### src/rtl/dael_pkg.sv
`timescale 1ns / 1ps
// ----------------------------------------------------------------------------
// dael_pkg
// shared constants and types for the dual acknowledge event ring log
// ----------------------------------------------------------------------------
package dael_pkg;

    localparam int          CAPACITY_DEF = 32;
    localparam logic [15:0] LAG_RESET    = 16'd100;
    localparam logic [31:0] ID_FIRST     = 32'd1;
    localparam logic [31:0] ID_LAST      = 32'hFFFF_FFFF;

    typedef enum logic [1:0] {
        OP_APPEND = 2'd0,
        OP_ACK_A  = 2'd1,
        OP_ACK_B  = 2'd2,
        OP_READ   = 2'd3
    } t_op;

    typedef struct packed {
        logic        [31:0] id;
        logic        [31:0] ts;
        logic signed [15:0] ax;
        logic signed [15:0] ay;
        logic signed [15:0] az;
        logic        [15:0] peak;
    } t_rec;

endpackage

### src/rtl/dael_ring_ram.sv
`timescale 1ns / 1ps
// ----------------------------------------------------------------------------
// dael_ring_ram
// record store, one write port and one registered read port
// ----------------------------------------------------------------------------
module dael_ring_ram #(
    parameter  int DEPTH = dael_pkg::CAPACITY_DEF,
    localparam int AW    = $clog2(DEPTH)
) (
    input  logic             i_clk,
    input  logic             i_wr_en,
    input  logic [AW-1:0]    i_wr_addr,
    input  dael_pkg::t_rec   i_wr_data,
    input  logic             i_rd_en,
    input  logic [AW-1:0]    i_rd_addr,
    output dael_pkg::t_rec   o_rd_data
);
    import dael_pkg::*;

    t_rec r_mem [DEPTH];
    t_rec r_rd_data;

    always_ff @(posedge i_clk) begin
        if (i_wr_en) begin
            r_mem[i_wr_addr] <= i_wr_data;
        end
    end

    always_ff @(posedge i_clk) begin
        if (i_rd_en) begin
            r_rd_data <= r_mem[i_rd_addr];
        end
    end

    assign o_rd_data = r_rd_data;

endmodule

### config.mk
export PLATFORM = sky130hd
export DESIGN_NAME = dael_ring_ram
export DESIGN_NICKNAME = d
export VERILOG_FILES = /design/src/rtl/dael_pkg.sv /design/src/rtl/dael_ring_ram.sv
export SDC_FILE = /design/constraint.sdc
export NUM_CORES = 2
export LEC_CHECK = 0
export BUFFER_PORTS_ARGS = -buffer_cell sky130_fd_sc_hd__buf_2
export CAP_MARGIN = 20
export CORE_MARGIN = 4
export CORE_UTILIZATION = 44
export DETAILED_ROUTE_END_ITERATION = 8
export PLACE_DENSITY = 0.64
export SYNTH_ARGS = -nofsm -noshare
export SYNTH_HDL_FRONTEND = slang
export SYNTH_SLANG_ARGS = --single-unit
### constraint.sdc
create_clock -name i_clk -period 19.15 [get_ports i_clk]
set_input_delay 2.8725 -clock i_clk [delete_from_list [all_inputs] [get_ports i_clk]]
set_output_delay 2.8725 -clock i_clk [all_outputs]
set_load 0.02 [all_outputs]
Word level (Yosys, flattened, before mapping):

Memory sizes are Yosys's and may differ from the RTL's. A register that Yosys moved wholly into a read port is not among the register bits.
Cells that the tools add are included.

* ROM bits: 0
* bits in writable memories: 4096
* latch bits: 0
* word-level logic and storage cells: 3
* register bits after elaboration: 0
* memories: 1
* input port bits: 141
* output and inout port bits: 128

* add/subtract/negate cells: 0
* equality and inequality tests: 0
* shift operators: 0
* order comparisons: 0
* bitwise gates (word level): 0
* divide/modulo/power cells: 0
* $mul: 0
* reductions and logical operators: 0
* muxes and demuxes: 2

Memory list
* r_mem: depth 32, width 128, read ports 1, clocked after Yosys merged registers in 1, write ports 1, RTL line dael_ring_ram.sv:20 `t_rec r_mem [DEPTH];`

Operators with widths (number)
* $mux W1: 2

Depth between registers and ports, before layout:

* depth in word-level cells: 2
* depth in mapped cells: 9
* depth with buffers taken out: 4

Worst setup path after synthesis:

No wires, ideal clock.

* path type: input-to-reg
* start point: in i_wr_addr[1]
* end point: mem r_mem[12][0] (netlist bit) (enable)
* slack: 9.679 ns
* required time: 18.533 ns
* data arrival time: 8.854 ns
* stages: 3
* buffers on the path: 1
* setup time: 0.617 ns
* cell sequence: or3b_2 clkbuf_1 nor2_1

RTL lines
* start: declaration: RTL line dael_ring_ram.sv:12 `input logic [AW-1:0] i_wr_addr,`
* end: declaration: RTL line dael_ring_ram.sv:20

No word-level cell before the write port.

==> run_results.csv <==
group,metric,value,unit
clock_tree,clk_latency,0.94,ns
synth,synth_fp_nets,6581,
floorplan,die_w,604,um
power,p_leak,54.6,nW
outcome,status,"finished, final reports clean",
drt,drt_iter0_markers,9399,
worst_setup_path,crit_slowest_cell,"buf_4",
drt,ant_nets,0,
grt,grt_pass1_vias,75089,
clock_tree,tritoncts.num_buffers,415,
power,swShare,0.209,
drt,vias,74677,
clock_tree,clock_path_buffers,4,
synth,synth_compound_area_frac,0.0226,
worst_setup_path,path_cells,"buf_8, buf_4, buf_4, buf_4, mux4_2, o22ai_1, nor4_1",
synth,synth.distinct_cells,27,
grt,antenna_found_initial,78,
synth,synthSimpleGateAreaFrac,0.00825,
synth,yosys_warnings,0,
clock_tree,cts_tree,"built",
clock_tree,holdBufCountCts,0,
power,p_int,15.0,mW
synth,seq_area_frac_synth,0.810,
worst_hold_path,hp-start,"r_mem[31][72]",
clock_tree,root_buffer,"clkbuf_16",
drt,drtPass1Iterations,5,
worst_hold_path,holdPathStages,3,
synth,ys_ff_latch,4224,
grt,grt_usage,0.223,
worst_hold_path,hp-class,"reg -> reg",
grt,grt_start_max_net_pins,124,
clock_tree,clk_pin_slew,0.06,ns
sta,slew_viol_final,0,
worst_setup_path,worst-setup-path-type,"in -> reg",
sta,relSlewSlack,0.158,
sta,fin_crit,6.73,ns
worst_setup_path,cp.required,19.88,ns
layout,nets,7086,
power,pwr-share-seq,0.546,
sta,worst_pin_slew,1.26,ns
worst_setup_path,critPathArrivalTime,7.46,ns
synth,synth-main-ff-cell,"edfxtp_1",
floorplan,initial_core_util,0.443,
synth,synth_area_per_cell,24.3,sq um
floorplan,num_rows,218,
synth,synthTopCellsByArea,"edfxtp_1 (81%), mux4_2 (14%), o22ai_1 (1.8%), mux2i_1 (0.87%), a22oi_1 (0.49%)",
sta,finalSetupViolCount,0,
sta,rsz0062_at_grt,"no",
worst_setup_path,r2r_start,"r_mem[10][88]",
synth,syn_inst,6440,
power,p_sw,3.98,mW
synth,yosysTopAreaCellShare,0.810,
worst_setup_path,worstPathMaxFanout,95,
drt,route.detailed.drc,0,
sta,fmax,149,MHz
worst_setup_path,cp-end-kind,"flip-flop",
layout,area_delta_synth_final,13.0,%
clock_tree,clock-sinks,4224,
sta,tns,0,ns
drt,wl_per_cell,34.5,um
floorplan,core_area,0.353,sq mm
sta,hold_viol_final,0,
power,clock_power_share,0.411,
floorplan,die_y,604,um
place,dp_cells,11255,
floorplan,dieArea,0.365,sq mm
drt,vias_per_cell,6.20,
floorplan,ios,269,
synth,synth.area.mux_share,0.146,
drt,wl,415000,um
place,place.gp.congestion,0.732,
clock_tree,cts_resized,0,
synth,synth-edff-count,4224,
worst_setup_path,crit_start,"i_rd_addr[2]",
layout,drive_above_1_share,0.276,
worst_setup_path,max_stage_delay,0.95,ns
power,p_per_area,107,mW/mm^2
worst_setup_path,start_kind,"input pin",
flow_run,drv_cap,0,
sta,fin_crit_sh,0.351,
sta,finClkSkew,0.0622,ns
layout,fin_cells,12040,
clock_tree,post-cts-setup-buffer-count,0,
synth,async_flop_share,0,
clock_tree,htreeDepth,5,
synth,yosys.area.top_type,"edfxtp_1",
grt,grt_pass1_wl,581000,um
synth,synth_adder_area_share,0,
place,portBuffers,268,
grt,overflow,0,
worst_setup_path,rr_worst_depth,3,
worst_setup_path,crit_top_cell,"buf_4",
power,ir_worst_vdd,0.0000792,V
synth,synthXorXnorAreaFrac,0,
synth,syn_area,0.157,sq mm
synth,synth_top_family_by_area,"multiplexers",
power,comb_power_share,0.043,
place,dpl.hpwl,201000,um
## stage by stage
step                      worst slack (ns)  utilization  area (sq um)  total power, mW  hold slack, ns
final                                12.42        0.500        177000             19.0           0.803
after CTS                            12.57        0.500        177000             19.2           0.810
after global routing                 12.31        0.500        177000             19.6           0.835
after global placement               11.56        0.463        164000             11.4           0.790
after detailed placement             11.56        0.463        164000             11.4           0.797
after floorplan                       9.68            -        157000             11.0           0.724
## path summary, 6_finish.rpt
kind	end	slack, ns
worst max-delay path	o_rd_data[121]	12.42
worst min register to register	o_rd_data[72]	0.80
worst max register to register	o_rd_data[88]	17.19
worst min-delay path	o_rd_data[72]	0.80
## cell type report
type | count | area, sq um
Clock inverter | 243 | 2080
Sequential cell | 4224 | 127000
Timing Repair Buffer | 440 | 3010
Multi-Input combinational cell | 1864 | 28100
Fill cell | 27635 | 177000
Antenna cell | 25 | 62.6
Tap cell | 4730 | 5920
Clock buffer | 514 | 10900
## synthesized netlist by cell type, drive strengths merged (2+ instances only)
cell type	n
nor2	36
nand3b	6
or3b	4
nand3	37
clkbuf	117
nand2	4
mux2i	136
a22oi	102
or3	2
nor4	111
nand4	17
o22ai	444
edfxtp	4224
nor2b	3
mux4	956
buf	235
## worst max-delay path: cells and delay by family
kind | cells | cell delay, ns
compound gates | 1 | 0.13
simple gates | 1 | 0.37
buf+inv | 4 | 3.39
mux | 1 | 0.39
## logic make-up (layout without fill, tap and decap cells)
group	after synthesis	in the layout
buf+inv	352	1197
flops	4224	4224
mux	1092	1092
other cells	0	25
simple gates	226	226
compound gates	546	546
## cell usage in the layout, fill, tap and decap left out, types with 2 or more instances in the layout
master,count
edfxtp_1,4224
mux4_2,956
o22ai_1,444
clkbuf_16,423
buf_2,266
buf_4,144
mux2i_1,136
nor4_1,105
clkinv_1,105
a22oi_1,102
clkbuf_1,91
clkinv_2,79
nand3_1,36
nor2_4,33
bufinv_16,27
diode_2,25
buf_12,25
nand4_1,17
clkinvlp_4,10
clkinv_16,7
nand3b_1,6
nor4_2,6
clkinv_8,5
inv_6,5
or3b_2,3
clkinv_4,3
nand2_4,2
nor2_2,2
nand2_1,2
nor2b_4,2
inv_16,2
buf_8,2
buf_16,2
## registers in the layout (all words and copies together) (netlist names)
signal	cells
r_mem	4096
o_rd_data	128
## metal layers
metal	up-vias	routed length, um	track usage
met2	3780	208000	0.371
met5	-	166	0
li1	29204	-	-
met1	40876	159000	0.305
met4	28	14300	0.0715
met3	789	33200	0.0355
## power by group through the flow
stage,sequential [mW],clock (mW),combinational [mW]
after detailed placement,10.6,0,0.836
final,10.4,7.81,0.825
after global placement,10.6,0,0.817
after floorplan,10.6,0,0.450
after global routing,10.4,8.36,0.880
after CTS,10.4,7.95,0.837
Note: power is estimated with default switching activity, not from simulation.
